[config.mk]
export PLATFORM = sky130hd
export DESIGN_NAME = wave_header_parser_top
export DESIGN_NICKNAME = d
export VERILOG_FILES = /design/src/rtl/whp_pkg.sv /design/src/rtl/wave_header_parser_top.sv /design/src/rtl/whp_front.sv /design/src/rtl/whp_queue.sv /design/src/rtl/whp_back.sv
export SDC_FILE = /design/constraint.sdc
export NUM_CORES = 1
export LEC_CHECK = 0
export ABC_AREA = 1
export BUFFER_PORTS_ARGS = -buffer_cell sky130_fd_sc_hd__buf_2
export CORE_ASPECT_RATIO = 0.75
export CORE_MARGIN = 2
export CORE_UTILIZATION = 45
export CTS_CLUSTER_SIZE = 24
export DETAILED_ROUTE_END_ITERATION = 7
export PLACE_DENSITY = 0.57
export SLEW_MARGIN = 40
export SYNTH_ARGS = -nofsm -noshare
export SYNTH_HDL_FRONTEND = slang
export SYNTH_HIERARCHICAL = 1
export SYNTH_SLANG_ARGS = --single-unit
[constraint.sdc]
create_clock -name clock -period 17.02 [get_ports clock]
set_input_delay 1.702 -clock clock [delete_from_list [all_inputs] [get_ports clock]]
set_output_delay 1.702 -clock clock [all_outputs]
set_load 0.02 [all_outputs]
[src/rtl/whp_pkg.sv]
// Shared types, constants and helpers of the WAVE header parser.
`default_nettype none

package whp_pkg;

   localparam int unsigned QUEUE_DEPTH_DEFAULT = 4;
   localparam int unsigned RSP_DATA_W          = 152;

   localparam logic [31:0] ID_RIFF = 32'h5249_4646;
   localparam logic [31:0] ID_RIFX = 32'h5249_4658;
   localparam logic [31:0] ID_WAVE = 32'h5741_5645;
   localparam logic [31:0] ID_FMT  = 32'h666D_7420;
   localparam logic [31:0] ID_DATA = 32'h6461_7461;

   localparam logic [31:0] FMT_FIELD_BYTES = 32'd16;
   localparam logic [15:0] FORMAT_PCM      = 16'd1;

   typedef enum logic [1:0] {
      KIND_FORMAT = 2'd0,
      KIND_SAMPLE = 2'd1,
      KIND_ERROR  = 2'd2,
      KIND_DONE   = 2'd3
   } kind_type;

   typedef enum logic [1:0] {
      ERR_NONE      = 2'd0,
      ERR_FMT_SHORT = 2'd1,
      ERR_EXTRA     = 2'd2,
      ERR_TRUNCATED = 2'd3
   } err_type;

   typedef enum logic [14:0] {
      PH_SCAN  = 15'b000_0000_0000_0001,
      PH_RSIZE = 15'b000_0000_0000_0010,
      PH_RFORM = 15'b000_0000_0000_0100,
      PH_FSIZE = 15'b000_0000_0000_1000,
      PH_TAG   = 15'b000_0000_0001_0000,
      PH_CH    = 15'b000_0000_0010_0000,
      PH_RATE  = 15'b000_0000_0100_0000,
      PH_BRATE = 15'b000_0000_1000_0000,
      PH_ALIGN = 15'b000_0001_0000_0000,
      PH_BITS  = 15'b000_0010_0000_0000,
      PH_EXTRA = 15'b000_0100_0000_0000,
      PH_SKIP  = 15'b000_1000_0000_0000,
      PH_DSIZE = 15'b001_0000_0000_0000,
      PH_DATA  = 15'b010_0000_0000_0000,
      PH_HALT  = 15'b100_0000_0000_0000
   } phase_type;

   typedef struct packed {
      logic        rifx_order;
      logic        is_wave;
      logic [15:0] format_tag;
      logic [15:0] channels;
      logic [31:0] samples_per_sec;
      logic [31:0] byte_rate;
      logic [15:0] block_align;
      logic [15:0] bits_per_sample;
   } header_type;

   typedef struct packed {
      header_type  hdr;
      kind_type    kind0;
      logic [15:0] sample0;
      err_type     err0;
      logic        has_second;
      kind_type    kind1;
      err_type     err1;
   } entry_type;

   typedef struct packed {
      header_type  hdr;
      kind_type    kind;
      logic [15:0] sample;
      err_type     err;
      logic        last;
   } result_type;

   function automatic logic [31:0] swap32(input logic [31:0] x);
      return {x[7:0], x[15:8], x[23:16], x[31:24]};
   endfunction

   function automatic logic [15:0] swap16(input logic [15:0] x);
      return {x[7:0], x[15:8]};
   endfunction

endpackage

`default_nettype wire

[src/rtl/wave_header_parser_top.sv]
// Top level of the RIFF/RIFX WAVE header parser.
`default_nettype none

// The parser takes one file byte per clock cycle while the queue is not full, and
// keeps that rate for every byte that yields at most one result; the front end
// decides each byte combinationally and writes its results into a queue of
// QUEUE_DEPTH entries. A byte that yields two results (format info then an error,
// or a result then done or the truncation error) holds the output register for
// both, which the queue absorbs. Results leave through a registered output stage,
// so the first result of a byte passes the queue and then the output register.
// After an error or done result the parser takes further bytes silently until reset.
module wave_header_parser_top
   import whp_pkg::*;
#(
   parameter int unsigned QUEUE_DEPTH = QUEUE_DEPTH_DEFAULT
)(
   input  wire logic                  clock,
   input  wire logic                  reset,
   input  wire logic                  req_tvalid,
   output logic                       req_tready,
   // file_byte
   input  wire logic [7:0]            req_tdata,
   input  wire logic                  req_tlast,
   output logic                       rsp_tvalid,
   input  wire logic                  rsp_tready,
   // rifx_order, is_wave, format_tag, channels, samples_per_sec, byte_rate,
   // block_align, bits_per_sample, sample, error_code, zero fill
   output logic [RSP_DATA_W-1:0]      rsp_tdata,
   // kind
   output logic [1:0]                 rsp_tuser,
   output logic                       rsp_tlast
);

   entry_type push_entry;
   entry_type head;
   logic      push;
   logic      pop;
   logic      empty;
   logic      full;

   whp_front u_front (
      .clock      (clock),
      .reset      (reset),
      .req_tvalid (req_tvalid),
      .req_tdata  (req_tdata),
      .req_tlast  (req_tlast),
      .req_tready (req_tready),
      .q_full     (full),
      .q_push     (push),
      .q_entry    (push_entry)
   );

   whp_queue #(
      .DEPTH (QUEUE_DEPTH)
   ) u_queue (
      .clock      (clock),
      .reset      (reset),
      .push       (push),
      .push_entry (push_entry),
      .pop        (pop),
      .head       (head),
      .empty      (empty),
      .full       (full)
   );

   whp_back u_back (
      .clock      (clock),
      .reset      (reset),
      .q_empty    (empty),
      .q_head     (head),
      .q_pop      (pop),
      .rsp_tvalid (rsp_tvalid),
      .rsp_tready (rsp_tready),
      .rsp_tdata  (rsp_tdata),
      .rsp_tuser  (rsp_tuser),
      .rsp_tlast  (rsp_tlast)
   );

endmodule

`default_nettype wire

[src/rtl/whp_front.sv]
// Front end: takes file bytes, tracks the chunk structure and builds queue entries.
`default_nettype none

module whp_front
   import whp_pkg::*;
(
   input  wire logic      clock,
   input  wire logic      reset,
   input  wire logic      req_tvalid,
   input  wire logic [7:0] req_tdata,
   input  wire logic      req_tlast,
   output logic           req_tready,
   input  wire logic      q_full,
   output logic           q_push,
   output entry_type      q_entry
);

   phase_type   phase_ff, phase_in;
   logic [2:0]  pos_ff, pos_in;
   logic [31:0] asm_ff, asm_in;
   logic [31:0] left_ff, left_in;
   logic        endian_ff, endian_in;
   logic        wave_ff, wave_in;
   logic [15:0] tag_ff, tag_in;
   logic [15:0] ch_ff, ch_in;
   logic [31:0] rate_ff, rate_in;
   logic [31:0] brate_ff, brate_in;
   logic [15:0] align_ff, align_in;
   logic [15:0] bits_ff, bits_in;

   logic        accept;
   logic [15:0] v16;
   logic [31:0] v32;
   logic [31:0] left_dec;
   logic [31:0] left_less2;
   logic [2:0]  pos_inc;
   logic        any;

   assign req_tready = !q_full;
   assign accept     = req_tvalid && req_tready;
   assign asm_in     = accept && (phase_ff != PH_HALT) ? {asm_ff[23:0], req_tdata} : asm_ff;
   assign v16        = endian_ff ? asm_in[15:0] : swap16(asm_in[15:0]);
   assign v32        = endian_ff ? asm_in : swap32(asm_in);
   assign left_dec   = left_ff - 32'd1;
   assign left_less2 = left_ff - 32'd2;
   assign pos_inc    = pos_ff + 3'd1;

   always_comb begin
      phase_in  = phase_ff;
      pos_in    = pos_ff;
      left_in   = left_ff;
      endian_in = endian_ff;
      wave_in   = wave_ff;
      tag_in    = tag_ff;
      ch_in     = ch_ff;
      rate_in   = rate_ff;
      brate_in  = brate_ff;
      align_in  = align_ff;
      bits_in   = bits_ff;
      any                = 1'b0;
      q_entry.kind0      = KIND_FORMAT;
      q_entry.sample0    = 16'd0;
      q_entry.err0       = ERR_NONE;
      q_entry.has_second = 1'b0;
      q_entry.kind1      = KIND_FORMAT;
      q_entry.err1       = ERR_NONE;
      if (accept && phase_ff != PH_HALT) begin
         unique case (phase_ff)
            PH_SCAN: begin
               pos_in = pos_inc;
               if (pos_inc >= 3'd4) begin
                  pos_in = 3'd0;
                  if (asm_in == ID_RIFF) begin
                     endian_in = 1'b0;
                     phase_in  = PH_RSIZE;
                  end else if (asm_in == ID_RIFX) begin
                     endian_in = 1'b1;
                     phase_in  = PH_RSIZE;
                  end else if (asm_in == ID_FMT) begin
                     phase_in = PH_FSIZE;
                  end else if (asm_in == ID_DATA) begin
                     phase_in = PH_DSIZE;
                  end
               end
            end
            PH_SKIP: begin
               left_in = left_dec;
               if (left_dec == 32'd0) phase_in = PH_SCAN;
            end
            PH_DATA: begin
               left_in   = left_dec;
               pos_in    = {pos_ff[2:1], ~pos_ff[0]};
               if (pos_ff[0]) begin
                  any             = 1'b1;
                  q_entry.kind0   = KIND_SAMPLE;
                  q_entry.sample0 = v16;
               end
               if (left_dec == 32'd0) begin
                  pos_in   = 3'd0;
                  phase_in = PH_SCAN;
               end
            end
            PH_TAG, PH_CH, PH_ALIGN, PH_BITS, PH_EXTRA: begin
               pos_in = pos_inc;
               if (pos_inc >= 3'd2) begin
                  pos_in = 3'd0;
                  unique case (phase_ff)
                     PH_TAG: begin
                        tag_in   = v16;
                        phase_in = PH_CH;
                     end
                     PH_CH: begin
                        ch_in    = v16;
                        phase_in = PH_RATE;
                     end
                     PH_ALIGN: begin
                        align_in = v16;
                        phase_in = PH_BITS;
                     end
                     PH_BITS: begin
                        bits_in       = v16;
                        any           = 1'b1;
                        q_entry.kind0 = KIND_FORMAT;
                        if (left_ff == 32'd0) begin
                           phase_in = PH_SCAN;
                        end else if (tag_ff == FORMAT_PCM) begin
                           phase_in = PH_SKIP;
                        end else if (left_ff < 32'd2) begin
                           q_entry.has_second = 1'b1;
                           q_entry.kind1      = KIND_ERROR;
                           q_entry.err1       = ERR_EXTRA;
                           phase_in           = PH_HALT;
                        end else begin
                           phase_in = PH_EXTRA;
                        end
                     end
                     default: begin
                        left_in = left_less2;
                        if (left_less2 != {16'd0, v16}) begin
                           any           = 1'b1;
                           q_entry.kind0 = KIND_ERROR;
                           q_entry.err0  = ERR_EXTRA;
                           phase_in      = PH_HALT;
                        end else begin
                           phase_in = (left_less2 == 32'd0) ? PH_SCAN : PH_SKIP;
                        end
                     end
                  endcase
               end
            end
            default: begin
               pos_in = pos_inc;
               if (pos_inc >= 3'd4) begin
                  pos_in = 3'd0;
                  unique case (phase_ff)
                     PH_RSIZE: phase_in = PH_RFORM;
                     PH_RFORM: begin
                        wave_in  = (v32 == ID_WAVE);
                        phase_in = PH_SCAN;
                     end
                     PH_FSIZE: begin
                        if (v32 < FMT_FIELD_BYTES) begin
                           any           = 1'b1;
                           q_entry.kind0 = KIND_ERROR;
                           q_entry.err0  = ERR_FMT_SHORT;
                           phase_in      = PH_HALT;
                        end else begin
                           left_in  = v32 - FMT_FIELD_BYTES;
                           phase_in = PH_TAG;
                        end
                     end
                     PH_RATE: begin
                        rate_in  = v32;
                        phase_in = PH_BRATE;
                     end
                     PH_BRATE: begin
                        brate_in = v32;
                        phase_in = PH_ALIGN;
                     end
                     PH_DSIZE: begin
                        left_in  = v32;
                        phase_in = (v32 == 32'd0) ? PH_SCAN : PH_DATA;
                     end
                     default: phase_in = PH_HALT;
                  endcase
               end
            end
         endcase
         if (req_tlast && phase_in != PH_HALT) begin
            if (any) begin
               q_entry.has_second = 1'b1;
               q_entry.kind1      = (phase_in == PH_SCAN) ? KIND_DONE : KIND_ERROR;
               q_entry.err1       = (phase_in == PH_SCAN) ? ERR_NONE : ERR_TRUNCATED;
            end else begin
               q_entry.kind0 = (phase_in == PH_SCAN) ? KIND_DONE : KIND_ERROR;
               q_entry.err0  = (phase_in == PH_SCAN) ? ERR_NONE : ERR_TRUNCATED;
            end
            any      = 1'b1;
            phase_in = PH_HALT;
         end
      end
      q_push                      = any;
      q_entry.hdr.rifx_order      = endian_in;
      q_entry.hdr.is_wave         = wave_in;
      q_entry.hdr.format_tag      = tag_in;
      q_entry.hdr.channels        = ch_in;
      q_entry.hdr.samples_per_sec = rate_in;
      q_entry.hdr.byte_rate       = brate_in;
      q_entry.hdr.block_align     = align_in;
      q_entry.hdr.bits_per_sample = bits_in;
   end

   always_ff @(posedge clock) begin
      if (reset) begin
         phase_ff  <= PH_SCAN;
         pos_ff    <= 3'd0;
         asm_ff    <= 32'd0;
         left_ff   <= 32'd0;
         endian_ff <= 1'b0;
         wave_ff   <= 1'b0;
         tag_ff    <= 16'd0;
         ch_ff     <= 16'd0;
         rate_ff   <= 32'd0;
         brate_ff  <= 32'd0;
         align_ff  <= 16'd0;
         bits_ff   <= 16'd0;
      end else begin
         phase_ff  <= phase_in;
         pos_ff    <= pos_in;
         asm_ff    <= asm_in;
         left_ff   <= left_in;
         endian_ff <= endian_in;
         wave_ff   <= wave_in;
         tag_ff    <= tag_in;
         ch_ff     <= ch_in;
         rate_ff   <= rate_in;
         brate_ff  <= brate_in;
         align_ff  <= align_in;
         bits_ff   <= bits_in;
      end
   end

   a_halt_sticks: assert property (@(posedge clock) disable iff (reset)
      phase_ff == PH_HALT |=> phase_ff == PH_HALT)
      else $error("Parser left the halted phase without reset.");

   a_halt_silent: assert property (@(posedge clock) disable iff (reset)
      phase_ff == PH_HALT |-> !q_push)
      else $error("Halted parser produced a queue entry.");

endmodule

`default_nettype wire

[src/rtl/whp_queue.sv]
// Short register queue of parsed entries between the front and back ends.
`default_nettype none

module whp_queue
   import whp_pkg::*;
#(
   parameter int unsigned DEPTH = QUEUE_DEPTH_DEFAULT
)(
   input  wire logic clock,
   input  wire logic reset,
   input  wire logic push,
   input  entry_type push_entry,
   input  wire logic pop,
   output entry_type head,
   output logic      empty,
   output logic      full
);

   localparam int unsigned PTR_W = (DEPTH > 1) ? $clog2(DEPTH) : 1;
   localparam int unsigned CNT_W = $clog2(DEPTH + 1);
   localparam logic [PTR_W-1:0] LAST_PTR = PTR_W'(DEPTH - 1);
   localparam logic [CNT_W-1:0] FULL_CNT = CNT_W'(DEPTH);

   entry_type        slot_ff [DEPTH];
   logic [PTR_W-1:0] wr_ff, wr_in;
   logic [PTR_W-1:0] rd_ff, rd_in;
   logic [CNT_W-1:0] cnt_ff, cnt_in;

   assign empty = (cnt_ff == '0);
   assign full  = (cnt_ff == FULL_CNT);
   assign head  = slot_ff[rd_ff];

   always_comb begin
      wr_in  = wr_ff;
      rd_in  = rd_ff;
      cnt_in = cnt_ff;
      if (push) wr_in = (wr_ff == LAST_PTR) ? '0 : wr_ff + PTR_W'(1);
      if (pop)  rd_in = (rd_ff == LAST_PTR) ? '0 : rd_ff + PTR_W'(1);
      if (push && !pop) cnt_in = cnt_ff + CNT_W'(1);
      else if (!push && pop) cnt_in = cnt_ff - CNT_W'(1);
   end

   always_ff @(posedge clock) begin
      if (reset) begin
         wr_ff  <= '0;
         rd_ff  <= '0;
         cnt_ff <= '0;
      end else begin
         wr_ff  <= wr_in;
         rd_ff  <= rd_in;
         cnt_ff <= cnt_in;
      end
   end

   always_ff @(posedge clock) begin
      if (push) slot_ff[wr_ff] <= push_entry;
   end

   a_no_overflow: assert property (@(posedge clock) disable iff (reset)
      push |-> !full)
      else $error("Entry pushed into a full queue.");

   a_no_underflow: assert property (@(posedge clock) disable iff (reset)
      pop |-> !empty)
      else $error("Entry popped from an empty queue.");

endmodule

`default_nettype wire

[src/rtl/whp_back.sv]
// Back end: unpacks queue entries into one or two results behind an output register.
`default_nettype none

module whp_back
   import whp_pkg::*;
(
   input  wire logic                  clock,
   input  wire logic                  reset,
   input  wire logic                  q_empty,
   input  entry_type                  q_head,
   output logic                       q_pop,
   output logic                       rsp_tvalid,
   input  wire logic                  rsp_tready,
   // rifx_order, is_wave, format_tag, channels, samples_per_sec, byte_rate,
   // block_align, bits_per_sample, sample, error_code, zero fill
   output logic [RSP_DATA_W-1:0]      rsp_tdata,
   // kind
   output logic [1:0]                 rsp_tuser,
   output logic                       rsp_tlast
);

   result_type out_ff, out_in;
   result_type second_ff, second_in;
   logic       valid_ff, valid_in;
   logic       pend_ff, pend_in;
   logic       load;

   assign load = !valid_ff || rsp_tready;

   always_comb begin
      out_in    = out_ff;
      second_in = second_ff;
      valid_in  = valid_ff && !rsp_tready;
      pend_in   = pend_ff;
      q_pop     = 1'b0;
      if (load) begin
         if (pend_ff) begin
            out_in   = second_ff;
            valid_in = 1'b1;
            pend_in  = 1'b0;
         end else if (!q_empty) begin
            q_pop          = 1'b1;
            valid_in       = 1'b1;
            pend_in        = q_head.has_second;
            out_in.hdr     = q_head.hdr;
            out_in.kind    = q_head.kind0;
            out_in.sample  = q_head.sample0;
            out_in.err     = q_head.err0;
            out_in.last    = !q_head.has_second;
            second_in.hdr    = q_head.hdr;
            second_in.kind   = q_head.kind1;
            second_in.sample = 16'd0;
            second_in.err    = q_head.err1;
            second_in.last   = 1'b1;
         end
      end
   end

   always_ff @(posedge clock) begin
      if (reset) begin
         valid_ff <= 1'b0;
         pend_ff  <= 1'b0;
      end else begin
         valid_ff <= valid_in;
         pend_ff  <= pend_in;
      end
   end

   always_ff @(posedge clock) begin
      out_ff    <= out_in;
      second_ff <= second_in;
   end

   assign rsp_tvalid = valid_ff;
   assign rsp_tuser  = out_ff.kind;
   assign rsp_tlast  = out_ff.last;
   assign rsp_tdata  = {4'd0, out_ff.err, out_ff.sample, out_ff.hdr.bits_per_sample,
                        out_ff.hdr.block_align, out_ff.hdr.byte_rate,
                        out_ff.hdr.samples_per_sec, out_ff.hdr.channels,
                        out_ff.hdr.format_tag, out_ff.hdr.is_wave,
                        out_ff.hdr.rifx_order};

   a_pend_behind_valid: assert property (@(posedge clock) disable iff (reset)
      pend_ff |-> valid_ff && !out_ff.last)
      else $error("Second result pending without a first result in the output register.");

endmodule

`default_nettype wire

==> metrics.txt <==
DIE HEIGHT roughly 290 µm; Vias/cell 5.495; later-pin clock latency in the skew report approximately 0.73 ns; post-place instance area roughly 0.05 mm²; most frequent cell after synthesis nand2_1; final core occ 50.74%; fraction of registers with async set/reset 0%; r2r worst-path depth 28; Num CTS Buffers 108; vias in the first global route between 30000 and 40000; Hold Path Class flip-flop to flip-flop; status finished, final reports clean; clk sink count about 1100; R2R setup slack about 9.6 ns; Post-layout nets roughly 4800; final setup fails 0; final wirelength roughly 140000 µm; Least-Margin Pin Slew ~0.93 ns; hpwl dp roughly 93000 µm; num ports 170; DR pass1 iterations 6; total chip power ~0.0084 W; Final period util 43.73%; final-report max-slew violation count 0; Core Box Area around 0.11 mm²; CP Max Fanout 60; Hold Crit Start u_front/rate_ff[2]; CP max stage cell buf_4; Critical Path Source Type flip-flop; Arr. time, crit path ~7.8 ns; GRT Overall Usage 24.90%; PwrDens between 150 and 200 mW/mm²; CP max stage delay about 0.74 ns; Critical Path RT about 17 ns; final hold vios 0; Synth Cell Area between 0.04 and 0.05 mm²; most frequently used flop master after synthesis edfxtp_1; FMAX around 0.13 GHz; initial core utilization a little under half; number of distinct library cells after synthesis 56; RR Startpoint u_front/left_ff[1]; #FFs+latches synth 1128; number of synthesized flops with an enable pin around 900; WHS around 0.47 ns; Rows 103; clock transition at the registers of the reported paths around 0.060 ns; CP endpoint kind flip-flop; synth cell count leaders nand2_1, edfxtp_1, nor2_1; Setup CP Type flip-flop to flip-flop; number of buffers added on ports 165; post-synthesis sequential area ratio about 66%; PostCTS Resize Cnt 0; GPL Wtd Cong 1.020; Layout Skew approximately 0.042 ns; CTS root buf clkbuf_16; largest net degree at the start of global routing approximately 200; CTS tree done; Hold Crit Depth 2; CTS H-tree lvls 3; WL per Instance around 22 µm; Post-CTS Hold Fix Bufs 0; cells after synthesis between 4000 and 5000; first-pass GRT wire length just over 200000 µm; post-CTS setup buffers 0; leakage roughly 22 nW; cell area after layout roughly 0.054 mm²; relative slew slack 37.25%; Worst path most repeated cell nand2_1; RSZ-0062 raised after global routing no; Syn-to-layout area delta 11.48%; worst vdd ir ~90 µV; synthesized area per cell 10.32 µm²; grt ovf 0; top cell type's share of synthesized area 56.57%; vias post-DR 34390; Hold Path Sink u_front/rate_ff[2]; Detailed Route Iter0 Violations about 4200; largest cells by area after synthesis edfxtp_1, dfxtp_1, nand2_1, nor2_1, o21ai_0; initial antenna violation count 6; max_cap viols 0; Die Span X about 380 µm; die footprint 0.1094 mm²; antenna-violating nets left 0; layout cell share with drive strength beyond 1 ~10%; largest area contributor in the netlist edfxtp_1; clock period minus worst slack 7.442 ns; Ys Warns 6; maximum clock path buffer count 3; Crit Reg-Reg Endpoint u_queue/slot_ff[0][62]; Post-route DRC 0; setup tns final 0 ns
cell families after synthesis:
family	Yosys count	synth area share, %
AOI/OAI and AO/OA	860	10.03
xor gates and xnor gates	52	0.9636
adders and majority gates	16	0.4323
buffers and inverters	550	5.178
DFF	1128	65.86
other	1	0.007806
and+or+nand+nor	2049	17.53
cell type report:
type / count / area (µm²)
inverter: 313 / 1212
sequential: 1128 / 31650
antenna: 1 / 2.502
tap: 1417 / 1773
multi-input combinational: 2981 / 14000
fill: 9435 / 51990
clock buffer: 140 / 2935
clock inverter: 64 / 686.9
timing repair buffer: 214 / 1291
placed cells by master (no fill, tap or decap), types with 15 or more instances in the layout:
cell       synthesis  routed
nand2_1          953     953
edfxtp_1         905     905
nor2_1           728     725
inv_1            307     301
o21ai_0          292     290
dfxtp_1          223     220
nand3_1          173     172
buf_2             60     164
o22ai_1          162     162
o21ai_1          149     151
a21oi_1          144     144
clkbuf_16          0     110
a211oi_1          65      65
xor2_1            49      49
nand4_1           40      40
buf_4             11      38
nor3_1            42      36
nand2_2           35      35
or2_2             25      25
clkbuf_1         121      23
clkinv_1           3      18
clkinv_2           0      17
ha_1              15      15
worst max-delay path: cells and delay by family, from the launching register on:
kind | cells | cell delay [ns]
AND/OR/NAND/NOR | 21 | 3.44
flip-flops | 1 | 0.38
AO/OA/AOI/OAI | 2 | 0.52
adder cells (fa/ha/maj) | 1 | 0.45
buffers and inverters | 4 | 2.07
how the worst max path moves through the flow:
stage          cells after the start               start  slack, ns                      end
3_5_place_dp                      25          req_tvalid       8.93   u_queue/slot_ff[1][58]
6_report                          28  u_front/left_ff[1]       9.58   u_queue/slot_ff[0][62]
2_1_floorplan                      8          rsp_tready       3.74        u_queue/cnt_ff[1]
3_3_place_gp                      25          req_tvalid       8.81   u_queue/slot_ff[1][68]
5_1_grt                           28  u_front/left_ff[1]       9.12  u_queue/slot_ff[0][108]
4_1_cts                           28  u_front/left_ff[1]       9.71  u_queue/slot_ff[1][108]
registers in the layout, summed over array words and instances, names as in the netlist, 32 cells and up, named ones only:
signal	flops
u_queue/slot_ff	620
u_front/left_ff	32
u_back/second_ff	134
u_front/asm_ff	32
u_back/rsp_tdata	148
u_front/rate_ff	32
u_front/brate_ff	32
metal layers:
| metal | global-route usage [%] | vias to the layer above | wire [µm] |
|---|---|---|---|
| met3 | 4.991 | 209 | 11180 |
| met4 | 6.383 | 2 | 3454 |
| met1 | 39.83 | 16610 | 66930 |
| met2 | 34.07 | 1308 | 56300 |
| li1 | - | 16250 | - |
| met5 | 0 | - | 12 |
power breakdown:
part | switching [W] | total (W) | internal, W
logic | 0.00163 | 0.00217 | 0.000540
clock network | 0.00108 | 0.00244 | 0.00137
registers | 0.000139 | 0.00376 | 0.00362
metrics by stage:
step	setup slack, ns	instances
after floorplan	3.742	4659
after global placement	8.806	6050
after detailed placement	8.933	6052
after CTS	9.710	6256
after global routing	9.115	6257
final	9.578	6258
No activity file was read; power rests on OpenSTA's default activity.
